--- config.mk ---
export PLATFORM = sky130hd
export DESIGN_NAME = led_ring_frame_buffer
export DESIGN_NICKNAME = d
export VERILOG_FILES = /design/src/design/lrfb_pkg.sv /design/src/design/led_ring_frame_buffer.sv
export SDC_FILE = /design/constraint.sdc
export NUM_CORES = 2
export LEC_CHECK = 0
export CORE_MARGIN = 1
export CORE_UTILIZATION = 40
export CTS_CLUSTER_SIZE = 8
export DETAILED_ROUTE_END_ITERATION = 6
export DONT_BUFFER_PORTS = 1
export PLACE_DENSITY_LB_ADDON = 0.05
export SETUP_SLACK_MARGIN = 0.05
export SYNTH_ARGS = -nofsm -noshare
export SYNTH_HDL_FRONTEND = slang
export SYNTH_SLANG_ARGS = --single-unit
--- constraint.sdc ---
create_clock -name i_clk -period 14.1 [get_ports i_clk]
set_input_delay 3.525 -clock i_clk [delete_from_list [all_inputs] [get_ports i_clk]]
set_output_delay 3.525 -clock i_clk [all_outputs]
set_load 0.1 [all_outputs]
--- src/design/lrfb_pkg.sv ---
`default_nettype none

package lrfb_pkg;

    // command word
    typedef struct packed {
        logic [2:0] kind;
        logic [7:0] red;
        logic [7:0] green;
        logic [7:0] blue;
        logic [7:0] level;
        logic [5:0] first_index;
        logic [6:0] end_index;
    } t_cmd;

    // refresh result word
    typedef struct packed {
        logic [7:0] out_green;
        logic [7:0] out_red;
        logic [7:0] out_blue;
        logic       last_pixel;
    } t_result;

    // command kinds
    localparam logic [2:0] KIND_SET     = 3'd0;
    localparam logic [2:0] KIND_BAR     = 3'd1;
    localparam logic [2:0] KIND_RING_A  = 3'd2;
    localparam logic [2:0] KIND_RING_B  = 3'd3;
    localparam logic [2:0] KIND_FILL    = 3'd4;
    localparam logic [2:0] KIND_BRIGHT  = 3'd5;
    localparam logic [2:0] KIND_REFRESH = 3'd6;

    // configuration register indexes
    localparam logic [2:0] CFG_RING_SIZE      = 3'd0;
    localparam logic [2:0] CFG_RING_A_START   = 3'd1;
    localparam logic [2:0] CFG_RING_A_OFFSET  = 3'd2;
    localparam logic [2:0] CFG_RING_A_REVERSE = 3'd3;
    localparam logic [2:0] CFG_RING_B_START   = 3'd4;
    localparam logic [2:0] CFG_RING_B_OFFSET  = 3'd5;
    localparam logic [2:0] CFG_RING_B_REVERSE = 3'd6;

    // configuration reset values
    localparam logic [6:0] RING_SIZE_RST      = 7'd24;
    localparam logic [5:0] RING_A_START_RST   = 6'd24;
    localparam logic [5:0] RING_A_OFFSET_RST  = 6'd11;
    localparam logic       RING_A_REVERSE_RST = 1'b1;
    localparam logic [5:0] RING_B_START_RST   = 6'd0;
    localparam logic [5:0] RING_B_OFFSET_RST  = 6'd23;
    localparam logic       RING_B_REVERSE_RST = 1'b0;

endpackage

`default_nettype wire

--- src/design/led_ring_frame_buffer.sv ---
`default_nettype none

// LED ring frame buffer. Commands are taken on start while busy is low;
// every command is done one store entry per cycle from two synchronous
// memories (color and brightness): set pixel writes one entry, a linear
// bar walks end_index - first_index entries, a ring bar works out its
// position remainder and then walks end_index - first_index entries, fill
// and brightness fill walk all NUM_LEDS entries, a refresh reads them all.
// Refresh words come out on o_strobe, one per cycle, LED NUM_LEDS-1 first,
// through the read, product, quotient and output registers; the receiver
// cannot stall, and busy drops once the last entry is read, so the next
// command may be taken while the last words are still on their way. Empty
// bars, brightness fills that are out of range or hold the no-change code,
// and unused kinds are taken and finish at once.
// Reset clears per-entry valid flags, so no clearing pass is needed.
// Configuration is written through the cfg channel, which is always ready.
module led_ring_frame_buffer #(
    parameter int NUM_LEDS       = 48,
    parameter int BRIGHT_MAX     = 15,
    parameter int NO_CHANGE_CODE = 255
) (
    input  wire logic              i_clk,
    input  wire logic              i_rst_n,
    input  wire logic              start,
    input  wire lrfb_pkg::t_cmd    i_cmd,
    output logic                   busy,
    output logic                   o_strobe,
    output lrfb_pkg::t_result      o_result,
    input  wire logic              i_cfg_valid,
    output logic                   o_cfg_ready,
    input  wire logic [2:0]        i_cfg_index,
    input  wire logic [6:0]        i_cfg_data
);

    localparam int AW = (NUM_LEDS > 1) ? $clog2(NUM_LEDS) : 1;
    localparam int RECIP_SHIFT = 24;
    localparam logic [24:0] RECIP =
        25'(((1 << RECIP_SHIFT) + BRIGHT_MAX - 1) / BRIGHT_MAX);
    localparam logic [7:0] NCC      = 8'(NO_CHANGE_CODE);
    localparam logic [7:0] BMAX     = 8'(BRIGHT_MAX);
    localparam logic [7:0] NUM8     = 8'(NUM_LEDS);
    localparam logic [6:0] FILL_END = 7'(NUM_LEDS);
    localparam logic [6:0] LAST_POS = 7'(NUM_LEDS - 1);
    localparam logic [2:0] MOD_LAST = 3'd6;

    typedef enum logic [1:0] {S_IDLE, S_MOD, S_WALK, S_SCAN} t_state;
    typedef enum logic [1:0] {OP_LINE, OP_RING, OP_BRIGHT} t_op;

    // configuration registers
    logic [6:0] r_ring_size;
    logic [5:0] r_a_start, r_a_offset, r_b_start, r_b_offset;
    logic       r_a_rev, r_b_rev;

    // sequencer
    t_state     r_state;
    t_op        r_op;
    logic [6:0] r_pos, r_end;
    logic [7:0] r_red, r_green, r_blue, r_level;
    logic [5:0] r_start;
    logic [6:0] r_n, r_t, r_div, r_rem;
    logic       r_rev, r_neg;
    logic [2:0] r_cnt;

    // memories and valid flags
    logic [23:0]         r_col_mem [NUM_LEDS];
    logic [7:0]          r_brt_mem [NUM_LEDS];
    logic [NUM_LEDS-1:0] r_col_ok, r_brt_ok;

    // refresh pipeline
    logic        r_s1_vld, r_s1_last, r_s2_vld, r_s2_last, r_s3_vld, r_s3_last;
    logic [23:0] r_rd_col;
    logic [7:0]  r_rd_brt;
    logic        r_rd_col_ok, r_rd_brt_ok;
    logic [15:0] r_p_g, r_p_r, r_p_b;
    logic [16:0] r_q_g, r_q_r, r_q_b;
    logic        r_out_vld;
    lrfb_pkg::t_result r_out;

    // combinational
    logic [7:0]  rem_sh, rem_nx;
    logic [6:0]  t_init, t_step;
    logic [7:0]  idx;
    logic        in_range, col_we, brt_we;
    logic [AW-1:0] waddr, raddr;
    logic [6:0]  acc_n;
    logic [5:0]  acc_off;
    logic        acc_rev, acc_neg;
    logic [6:0]  acc_div;
    logic [23:0] col_m;
    logic [7:0]  brt_m;
    logic [40:0] m_g, m_r, m_b;

    function automatic logic [7:0] sat8(input logic [16:0] q);
        return (q > 17'd255) ? 8'hFF : q[7:0];
    endfunction

    assign busy        = (r_state != S_IDLE);
    assign o_cfg_ready = 1'b1;
    assign o_strobe    = r_out_vld;
    assign o_result    = r_out;

    // configuration writes
    always_ff @(posedge i_clk) begin
        if (!i_rst_n) begin
            r_ring_size <= lrfb_pkg::RING_SIZE_RST;
            r_a_start   <= lrfb_pkg::RING_A_START_RST;
            r_a_offset  <= lrfb_pkg::RING_A_OFFSET_RST;
            r_a_rev     <= lrfb_pkg::RING_A_REVERSE_RST;
            r_b_start   <= lrfb_pkg::RING_B_START_RST;
            r_b_offset  <= lrfb_pkg::RING_B_OFFSET_RST;
            r_b_rev     <= lrfb_pkg::RING_B_REVERSE_RST;
        end else if (i_cfg_valid && o_cfg_ready) begin
            unique case (i_cfg_index)
                lrfb_pkg::CFG_RING_SIZE:      r_ring_size <= i_cfg_data;
                lrfb_pkg::CFG_RING_A_START:   r_a_start   <= i_cfg_data[5:0];
                lrfb_pkg::CFG_RING_A_OFFSET:  r_a_offset  <= i_cfg_data[5:0];
                lrfb_pkg::CFG_RING_A_REVERSE: r_a_rev     <= i_cfg_data[0];
                lrfb_pkg::CFG_RING_B_START:   r_b_start   <= i_cfg_data[5:0];
                lrfb_pkg::CFG_RING_B_OFFSET:  r_b_offset  <= i_cfg_data[5:0];
                lrfb_pkg::CFG_RING_B_REVERSE: r_b_rev     <= i_cfg_data[0];
                default: ;
            endcase
        end
    end

    // ring setup operands picked at command accept
    always_comb begin
        acc_n   = (r_ring_size == 7'd0) ? 7'd1 : r_ring_size;
        acc_off = (i_cmd.kind == lrfb_pkg::KIND_RING_A) ? r_a_offset : r_b_offset;
        acc_rev = (i_cmd.kind == lrfb_pkg::KIND_RING_A) ? r_a_rev : r_b_rev;
        acc_neg = 1'b0;
        if (!acc_rev) begin
            acc_div = {1'b0, acc_off} + {1'b0, i_cmd.first_index};
        end else if (acc_off >= i_cmd.first_index) begin
            acc_div = {1'b0, acc_off - i_cmd.first_index};
        end else begin
            acc_div = {1'b0, i_cmd.first_index - acc_off};
            acc_neg = 1'b1;
        end
    end

    // one restoring remainder step, then the true-modulo fixup
    always_comb begin
        rem_sh = {r_rem, r_div[6]};
        rem_nx = (rem_sh >= {1'b0, r_n}) ? rem_sh - {1'b0, r_n} : rem_sh;
        t_init = (r_neg && rem_nx[6:0] != 7'd0) ? r_n - rem_nx[6:0] : rem_nx[6:0];
    end

    // ring position step with wrap
    always_comb begin
        if (!r_rev) begin
            t_step = (r_t + 7'd1 == r_n) ? 7'd0 : r_t + 7'd1;
        end else begin
            t_step = (r_t == 7'd0) ? r_n - 7'd1 : r_t - 7'd1;
        end
    end

    // write target and enables
    always_comb begin
        idx      = (r_op == OP_RING) ? {2'b00, r_start} + {1'b0, r_t} : {1'b0, r_pos};
        in_range = (idx < NUM8);
        col_we   = (r_state == S_WALK) && in_range && (r_op != OP_BRIGHT);
        brt_we   = (r_state == S_WALK) && in_range && ((r_op == OP_BRIGHT) || (r_level != NCC));
        waddr    = idx[AW-1:0];
        raddr    = r_pos[AW-1:0];
    end

    // command sequencer
    always_ff @(posedge i_clk) begin
        if (!i_rst_n) begin
            r_state <= S_IDLE;
        end else begin
            unique case (r_state)
                S_IDLE: begin
                    if (start) begin
                        r_red   <= i_cmd.red;
                        r_green <= i_cmd.green;
                        r_blue  <= i_cmd.blue;
                        r_level <= i_cmd.level;
                        unique case (i_cmd.kind) inside
                            lrfb_pkg::KIND_SET: begin
                                r_op    <= OP_LINE;
                                r_pos   <= {1'b0, i_cmd.first_index};
                                r_end   <= {1'b0, i_cmd.first_index} + 7'd1;
                                r_state <= S_WALK;
                            end
                            lrfb_pkg::KIND_BAR: begin
                                r_op  <= OP_LINE;
                                r_pos <= {1'b0, i_cmd.first_index};
                                r_end <= i_cmd.end_index;
                                if (i_cmd.end_index > {1'b0, i_cmd.first_index}) begin
                                    r_state <= S_WALK;
                                end
                            end
                            lrfb_pkg::KIND_RING_A, lrfb_pkg::KIND_RING_B: begin
                                r_op    <= OP_RING;
                                r_pos   <= {1'b0, i_cmd.first_index};
                                r_end   <= i_cmd.end_index;
                                r_start <= (i_cmd.kind == lrfb_pkg::KIND_RING_A) ?
                                           r_a_start : r_b_start;
                                r_n     <= acc_n;
                                r_rev   <= acc_rev;
                                r_neg   <= acc_neg;
                                r_div   <= acc_div;
                                r_rem   <= 7'd0;
                                r_cnt   <= 3'd0;
                                if (i_cmd.end_index > {1'b0, i_cmd.first_index}) begin
                                    r_state <= S_MOD;
                                end
                            end
                            lrfb_pkg::KIND_FILL: begin
                                r_op    <= OP_LINE;
                                r_pos   <= 7'd0;
                                r_end   <= FILL_END;
                                r_state <= S_WALK;
                            end
                            lrfb_pkg::KIND_BRIGHT: begin
                                r_op  <= OP_BRIGHT;
                                r_pos <= 7'd0;
                                r_end <= FILL_END;
                                if (i_cmd.level != NCC && i_cmd.level <= BMAX) begin
                                    r_state <= S_WALK;
                                end
                            end
                            lrfb_pkg::KIND_REFRESH: begin
                                r_pos   <= LAST_POS;
                                r_state <= S_SCAN;
                            end
                            default: ;
                        endcase
                    end
                end
                S_MOD: begin
                    r_rem <= rem_nx[6:0];
                    r_div <= {r_div[5:0], 1'b0};
                    r_cnt <= r_cnt + 3'd1;
                    if (r_cnt == MOD_LAST) begin
                        r_t     <= t_init;
                        r_state <= S_WALK;
                    end
                end
                S_WALK: begin
                    r_pos <= r_pos + 7'd1;
                    r_t   <= t_step;
                    if ({1'b0, r_pos} + 8'd1 >= {1'b0, r_end}) begin
                        r_state <= S_IDLE;
                    end
                end
                S_SCAN: begin
                    if (r_pos == 7'd0) begin
                        r_state <= S_IDLE;
                    end else begin
                        r_pos <= r_pos - 7'd1;
                    end
                end
                default: r_state <= S_IDLE;
            endcase
        end
    end

    // pixel memories
    always_ff @(posedge i_clk) begin
        if (col_we) begin
            r_col_mem[waddr] <= {r_blue, r_green, r_red};
        end
        if (brt_we) begin
            r_brt_mem[waddr] <= r_level;
        end
        r_rd_col    <= r_col_mem[raddr];
        r_rd_brt    <= r_brt_mem[raddr];
        r_rd_col_ok <= r_col_ok[raddr];
        r_rd_brt_ok <= r_brt_ok[raddr];
    end

    // entry valid flags, cleared by reset
    always_ff @(posedge i_clk) begin
        if (!i_rst_n) begin
            r_col_ok <= '0;
            r_brt_ok <= '0;
        end else begin
            if (col_we) begin
                r_col_ok[waddr] <= 1'b1;
            end
            if (brt_we) begin
                r_brt_ok[waddr] <= 1'b1;
            end
        end
    end

    // never-written entries read as zero
    always_comb begin
        col_m = r_rd_col_ok ? r_rd_col : 24'd0;
        brt_m = r_rd_brt_ok ? r_rd_brt : 8'd0;
        m_g   = 41'(r_p_g) * 41'(RECIP);
        m_r   = 41'(r_p_r) * 41'(RECIP);
        m_b   = 41'(r_p_b) * 41'(RECIP);
    end

    // refresh pipeline control
    always_ff @(posedge i_clk) begin
        if (!i_rst_n) begin
            r_s1_vld  <= 1'b0;
            r_s2_vld  <= 1'b0;
            r_s3_vld  <= 1'b0;
            r_out_vld <= 1'b0;
        end else begin
            r_s1_vld  <= (r_state == S_SCAN);
            r_s2_vld  <= r_s1_vld;
            r_s3_vld  <= r_s2_vld;
            r_out_vld <= r_s3_vld;
        end
    end

    // scale by brightness, divide by BRIGHT_MAX through a reciprocal multiply, saturate
    always_ff @(posedge i_clk) begin
        r_s1_last <= (r_pos == 7'd0);
        r_s2_last <= r_s1_last;
        r_s3_last <= r_s2_last;
        r_p_r     <= col_m[7:0] * brt_m;
        r_p_g     <= col_m[15:8] * brt_m;
        r_p_b     <= col_m[23:16] * brt_m;
        r_q_g     <= m_g[40:RECIP_SHIFT];
        r_q_r     <= m_r[40:RECIP_SHIFT];
        r_q_b     <= m_b[40:RECIP_SHIFT];
        r_out.out_green  <= sat8(r_q_g);
        r_out.out_red    <= sat8(r_q_r);
        r_out.out_blue   <= sat8(r_q_b);
        r_out.last_pixel <= r_s3_last;
    end

    // checks
    a_idle_no_write: assert property (@(posedge i_clk) disable iff (!i_rst_n)
        (r_state != S_WALK) |-> !(col_we || brt_we))
        else $error("pixel store written outside a walk");

    a_last_word: assert property (@(posedge i_clk) disable iff (!i_rst_n)
        (r_state == S_SCAN && r_pos == 7'd0) |-> ##4 (r_out_vld && r_out.last_pixel))
        else $error("final refresh word missing or not flagged");

    a_ring_pos: assert property (@(posedge i_clk) disable iff (!i_rst_n)
        (r_state == S_WALK && r_op == OP_RING) |-> (r_t < r_n))
        else $error("ring position out of ring");

endmodule

`default_nettype wire

# Word level (Yosys, flattened, before mapping)
# Memories as Yosys holds them, arrays and structs flattened. A register that Yosys moved wholly into a read port is not among the register bits.
# Index checks and enable logic that the tools add are counted.
[totals] input_bits=62 wordCells=204 memories=2 mem_bits_rw=1536 output_inout_bits=28 register_bits=339
[mem_list] name="r_col_mem" words=48 width=24 rd=1 rd_clocked_by_memory_dff=1 write_ports=1 line="led_ring_frame_buffer.sv:65" source="logic [23:0] r_col_mem [NUM_LEDS];"
[mem_list] name="r_brt_mem" words=48 width=8 rd=1 rd_clocked_by_memory_dff=1 write_ports=1 line="led_ring_frame_buffer.sv:66" source="logic [7:0] r_brt_mem [NUM_LEDS];"
[classes] n_eq_ne=33 magnitude_cmp=12 n_mul=6 bitwise_logic=2 n_reduce_logical=41 n_mux=50 add_sub_neg=14
[ops] operator="$mul 16x20->36 const B" n=3
[ops] operator="$or 48x48->48" n=2
[ops] operator="$mux 7" n=13
[ops] operator="$pmux 7 s3" n=3
[ops] operator="$mul 8x8->16" n=3
[ops] operator="$pmux 7 s2" n=3
[ops] operator="$gt 13x8->1 const B" n=3
[ops] operator="$mux 24" n=1
[ops] operator="$eq 3x3->1 const B" n=7
[ops] operator="$logic_not 7->1" n=3
[ops] operator="$sub 7x1->7 const B" n=3
[ops] operator="$mux 6" n=3
[ops] operator="$ge 8x7->1" n=2
[ops] operator="$mux 8" n=2
[ops] operator="$ne 8x8->1 const B" n=2
[ops] operator="$reduce_and 4->1" n=4
[ops] operator="$add 7x1->7 const B" n=2
[ops] operator="$lt 6x7->1 const B" n=2
[ops] operator="$mux 2" n=7
[ops] operator="$reduce_and 2->1" n=7
[ops] operator="$sub 7x7->7" n=2
[ops] operator="$bmux 1 s6" n=2
[ops] operator="$eq 3x2->1 const B" n=4
[ops] operator="$sub 6x6->6" n=2
[ops] operator="39 further kinds" n=73

# Logic depth before layout (Yosys ltp)
[logic_depth] depth_word=8 ltp_mapped=21 depth_no_buf=18

# Worst setup path after synthesis
# No wires, ideal clock.
[synth_path] path_type="input-to-reg" start="input port i_cmd[47] (netlist bit)" end="register r_div[5] (data pin)" path_buffers=2 cell_stages=17 t_arrival_ps=6972 setup_slack_ps=6867 required_ps=13839 setup_time_ps=261 path_cell_list="buf_2 -> nand2b_1 -> nor2_1 -> clkbuf_1 -> mux2_2 -> inv_1 -> ha_1 -> inv_1 -> fa_1 -> a21o_1 -> a2111oi_4 -> nor2_2 -> a211oi_2 -> o221ai_1 -> a21o_1 -> xnor2_1 -> a21oi_1"
[synth_between] elab_chain_len=8 word_cells_on_any_way=12 cone_classes="3 x add/sub; 1 x order compare; 1 x eq/ne; 7 x mux"
[synth_rtl] element="from (decl)" line="led_ring_frame_buffer.sv:25" source="input wire lrfb_pkg::t_cmd i_cmd,"
[synth_rtl] element="$eq 3x2->1 (*)" line="led_ring_frame_buffer.sv:129, led_ring_frame_buffer.sv:130"
[synth_rtl] element="$mux 6" line="led_ring_frame_buffer.sv:129" source="acc_off = (i_cmd.kind == lrfb_pkg::KIND_RING_A) ? r_a_offset : r_b_offset;"
[synth_rtl] element="$sub 6x6->6, or another cell as far along" line="led_ring_frame_buffer.sv:137" source="acc_div = {1'b0, i_cmd.first_index - acc_off};"
[synth_rtl] element="$mux 6" line="led_ring_frame_buffer.sv:134" source="end else if (acc_off >= i_cmd.first_index) begin"
[synth_rtl] element="$mux 7 (*)" line="led_ring_frame_buffer.sv:132" source="if (!acc_rev) begin"
[synth_rtl] element="$mux 7 (*)" line="led_ring_frame_buffer.sv:180" source="unique case (i_cmd.kind) inside"
[synth_rtl] element="$mux 7 (*)" line="led_ring_frame_buffer.sv:175" source="if (start) begin"
[synth_rtl] element="$pmux 7 s2 (*)" line="led_ring_frame_buffer.sv:173" source="unique case (r_state)"
[synth_rtl] element="to (signal assigned)" line="led_ring_frame_buffer.sv:204" source="r_div <= acc_div;"
[synth_rtl] element="to (signal assigned)" line="led_ring_frame_buffer.sv:235" source="r_div <= {r_div[5:0], 1'b0};"
[synth_rtl] element="to (decl)" line="led_ring_frame_buffer.sv:60" source="logic [6:0] r_n, r_t, r_div, r_rem;"
# Mark *: on every way between the ends. The rest lies on a longest branch, timed or not. The select of a mux whose other input is x is not followed.
# A chain may end at the register's enable or synchronous reset.

# Worst setup path after layout
# Same ends and word-level chain as after synthesis.

==> results.yml <==
power:
  p_per_area_nw_per_um2: 136
  power_switching_share_pct: 22.7
  power.leakage_nw: 36.4
  p_clk_share_pct: 45.4
  ir_drop_v: 0.000104
  comb_power_share_pct: 8.2
  internal_power_mw: 10.5
  pwr-share-seq_pct: 46.3
  power.total_mw: 13.5
  power_switching_mw: 3.07
clock_tree:
  cts_buffer_depth: 4
  cts_setup_buffers: 0
  hold_buffers: 0
  clockRootBuffer: "clkbuf_16"
  cts_tree: "built"
  cts_buffers: 290
  clkTransAtPathRegs_ns: 0.05
  ctsResizeCount: 0
  insertion_delay_ns: 0.91
  cts_max_level: 5
  clock-sinks: 1907
synth:
  synth_fa_ha_area_share_pct: 11.3
  syn-num-nets: 5937
  synth_cells: 5209
  synth_cell_types: 90
  synthMuxAreaShare_pct: 14.3
  async_flop_share_pct: 0
  synth_area_per_cell_um2: 16.7
  synthFlopType: "edfxtp_1"
  synth_top_family_by_area: "multiplexers"
  synth-simple-area-share_pct: 4.41
  synth_xor_xnor_area_share_pct: 1.18
  synth_area_um2: 87200
  ys_ff_latch: 1907
  synth-edff-count: 1623
  seq_area_frac_synth_pct: 62.4
  synth_compound_area_share_pct: 3.60
  synth_warnings: 0
floorplan:
  dieArea_um2: 220000
  num_rows: 171
  core_area_um2: 217000
  fp.dieW_um: 469
  start_util_pct: 40.2
  die_h_um: 469
  pin_count: 90
timing:
  fmax_mhz: 160
  finalClockSkew_ns: 0.0735
  finalSetupViolCount: 0
  tightest_slew_ns: 1.17
  slew_headroom_pct: 21.9
  rsz0062_at_grt: "false"
  timing.final.crit_period_ns: 6.24
  timing.hold.ws_ns: 0.330
  finalHoldViolCount: 0
  setup_tns_ns: 0
  drv_slew: 0
  timing.final.crit_share_pct: 44.2
worst_setup_path:
  worst-r2r-setup-slack_ns: 8.49
  r2r-start: "r_rd_brt_ok$_DFF_P_"
  slowest_delay_ns: 0.42
  worstSetupStartpointType: "primary input"
  arrival_ns: 6.87
  crit_slowest_cell: "fa_1"
  worstSetupPathType: "in2reg"
  cp_cell_sequence: "nand2b_1 -> nor2_1 -> buf_4 -> mux2_2 -> inv_1 -> ha_1 -> inv_1 -> fa_1 -> a21o_1 -> a2111oi_4 -> nor2_2 -> a211oi_2 -> o221ai_1 -> a21o_1 -> xnor2_1 -> a21oi_1"
  endpoint_kind: "register"
  crit_fanout: 19
  reg2reg_depth: 14
  r2r-end: "r_p_b[15]$_DFF_P_"
  cp.required_ns: 14.74
global_route:
  grt_pass1_vias: 48185
  antenna_found_initial: 6
  grt_usage_pct: 20.0
  grt_max_degree: 133
  globalRoute.totalOverflow: 0
  grt_pass1_wl_mm: 321
cells_and_area:
  nets: 6145
  fillCellCount: 18866
  area_delta_synth_final_pct: 13.8
  final_common_cell: "edfxtp_1"
  mostFrequentLayoutCells: "edfxtp_1 (1623), mux4_2 (510), ha_1 (464), inv_1 (392), clkbuf_16 (298)"
  drive_above_1_share_pct: 19.5
min_path:
  whs_endpoint: "r_s2_last$_DFF_P_"
  hp-class: "reg2reg"
  hp-start: "r_s1_last$_DFF_P_"
  holdPathStages: 0
place:
  place.gp.congestion: 0.799
  portBuffers: 0
  dpl.hpwl_mm: 130
routing:
  vias: 45509
  ant_nets: 0
  wire_per_inst_um: 26.0
  finalWirelength_mm: 218
  drc: 0
  drtIter0Drc: 3321
  first_pass_iters: 5
  via_per_inst: 5.43
flow_run:
  max_cap_violations: 0
run_status:
  status: "finished clean"
-- cell type report --
| class | instances | area, µm² | share of cell area [%] |
|---|---|---|---|
| inverter | 397 | 1490 | 1.50 |
| multi-input combinational | 2677 | 30700 | 30.9 |
| clock inverter | 8 | 110 | 0.111 |
| timing repair buffer | 144 | 1120 | 1.13 |
| tap | 2854 | 3570 | 3.60 |
| clock buffer | 391 | 7860 | 7.91 |
| antenna | 3 | 7.51 | 0.00756 |
| sequential | 1907 | 54400 | 54.8 |
-- stage by stage --
stage,cell area [µm²],instances,util (%),setup slack [ns]
2_1_floorplan,87200,5209,-,6.87
3_5_place_dp,91300,7979,42.1,6.94
3_3_place_gp,91300,7979,42.1,6.93
5_1_grt,99300,8379,45.8,7.68
4_1_cts,99300,8378,45.8,7.90
6_report,99300,8381,45.8,7.86
-- power by group through the flow --
stage               Sequential (mW)  Clock [mW]  Combinational (mW)
floorplan                      6.38           0               0.726
CTS                            6.27        6.33                1.13
detailed placement             6.38           0                1.13
global placement               6.38           0                1.13
finish                         6.27        6.15                1.11
global route                   6.27        6.53                1.20
-- worst max-delay path: cells and delay by family --
kind / cells / cell delay [ns]
AO/OA/AOI/OAI: 6 / 1.37
buffers and inverters: 3 / 0.39
multiplexers: 1 / 0.41
XOR/XNOR: 1 / 0.14
AND/OR/NAND/NOR: 3 / 0.46
adder cells (fa/ha/maj): 2 / 0.56
-- per-layer routing --
layer | vias up | global-route usage (%) | share of wire [%]
met4 | 0 | 4.98 | 2.1
met2 | 921 | 32.9 | 49
li1 | 20373 | - | -
met5 | - | 0 | 0
met3 | 332 | 3.40 | 4.5
met1 | 23883 | 27.5 | 45
-- kinds of logic after synthesis --
| kind of cell | Yosys count |
|---|---|
| adder cells (fa/ha/maj) | 666 |
| multiplexers | 608 |
| other | 1 |
| flip-flops | 1907 |
| XOR/XNOR | 118 |
| AND/OR/NAND/NOR | 832 |
| buffers and inverters | 625 |
| AO/OA/AOI/OAI | 452 |
-- state kept, by name, summed over array words and instances (netlist names), 13 cells and up --
signal	count
r_q_b	13
o_result	25
r_p_g	16
r_q_r	13
r_rd_col	24
r_col_ok	48
r_p_b	16
r_q_g	13
r_brt_ok	48
r_p_r	16
r_col_mem	1152
r_brt_mem	384
-- how the worst max path moves through the flow --
stage / start / to / depth (start not counted)
after global routing: i_cmd[47] / r_div[5]$_DFFE_PP_ / 16
after floorplan: i_cmd[47] / r_div[5]$_DFFE_PP_ / 17
after detailed placement: i_cmd[47] / r_div[5]$_DFFE_PP_ / 16
after CTS: r_state[1]$_SDFFE_PN0P_ / busy / 2
final: i_cmd[47] / r_div[5]$_DFFE_PP_ / 16
after global placement: i_cmd[47] / r_div[5]$_DFFE_PP_ / 16
-- cells in the mapped netlist, types with 8 or more instances --
cell         n  area [µm²]
o211ai_1    12        90.1
a32o_1      19         190
o21a_1      57         428
mux4_2     510       11500
ha_1       464        5810
nor2b_1     26         163
nor3_1      93         465
a21oi_1     84         420
nor3_2      10         100
clkbuf_1   119         447
and2_1      12        75.1
xnor2_1     89         780
nand2_1    200         751
nand3_1     75         375
nand2b_1    16         100
mux2i_1     80         801
xor2_1      29         254
a31oi_1     17         106
nor2_1     295        1110
buf_1       44         165
mux2_2      15         169
buf_2       63         315
dfxtp_1    284        5690
edfxtp_1  1623       48700
or3_1       30         188
and3_1       8        50.1
o31ai_1     24         180
o21bai_1    11        82.6
o21ai_0     46         230
nand4_1     24         150
inv_1      394        1480
a21o_1      45         338
o21ai_1     52         260
fa_1       202        4040
No activity file was read; power rests on OpenSTA's default activity.
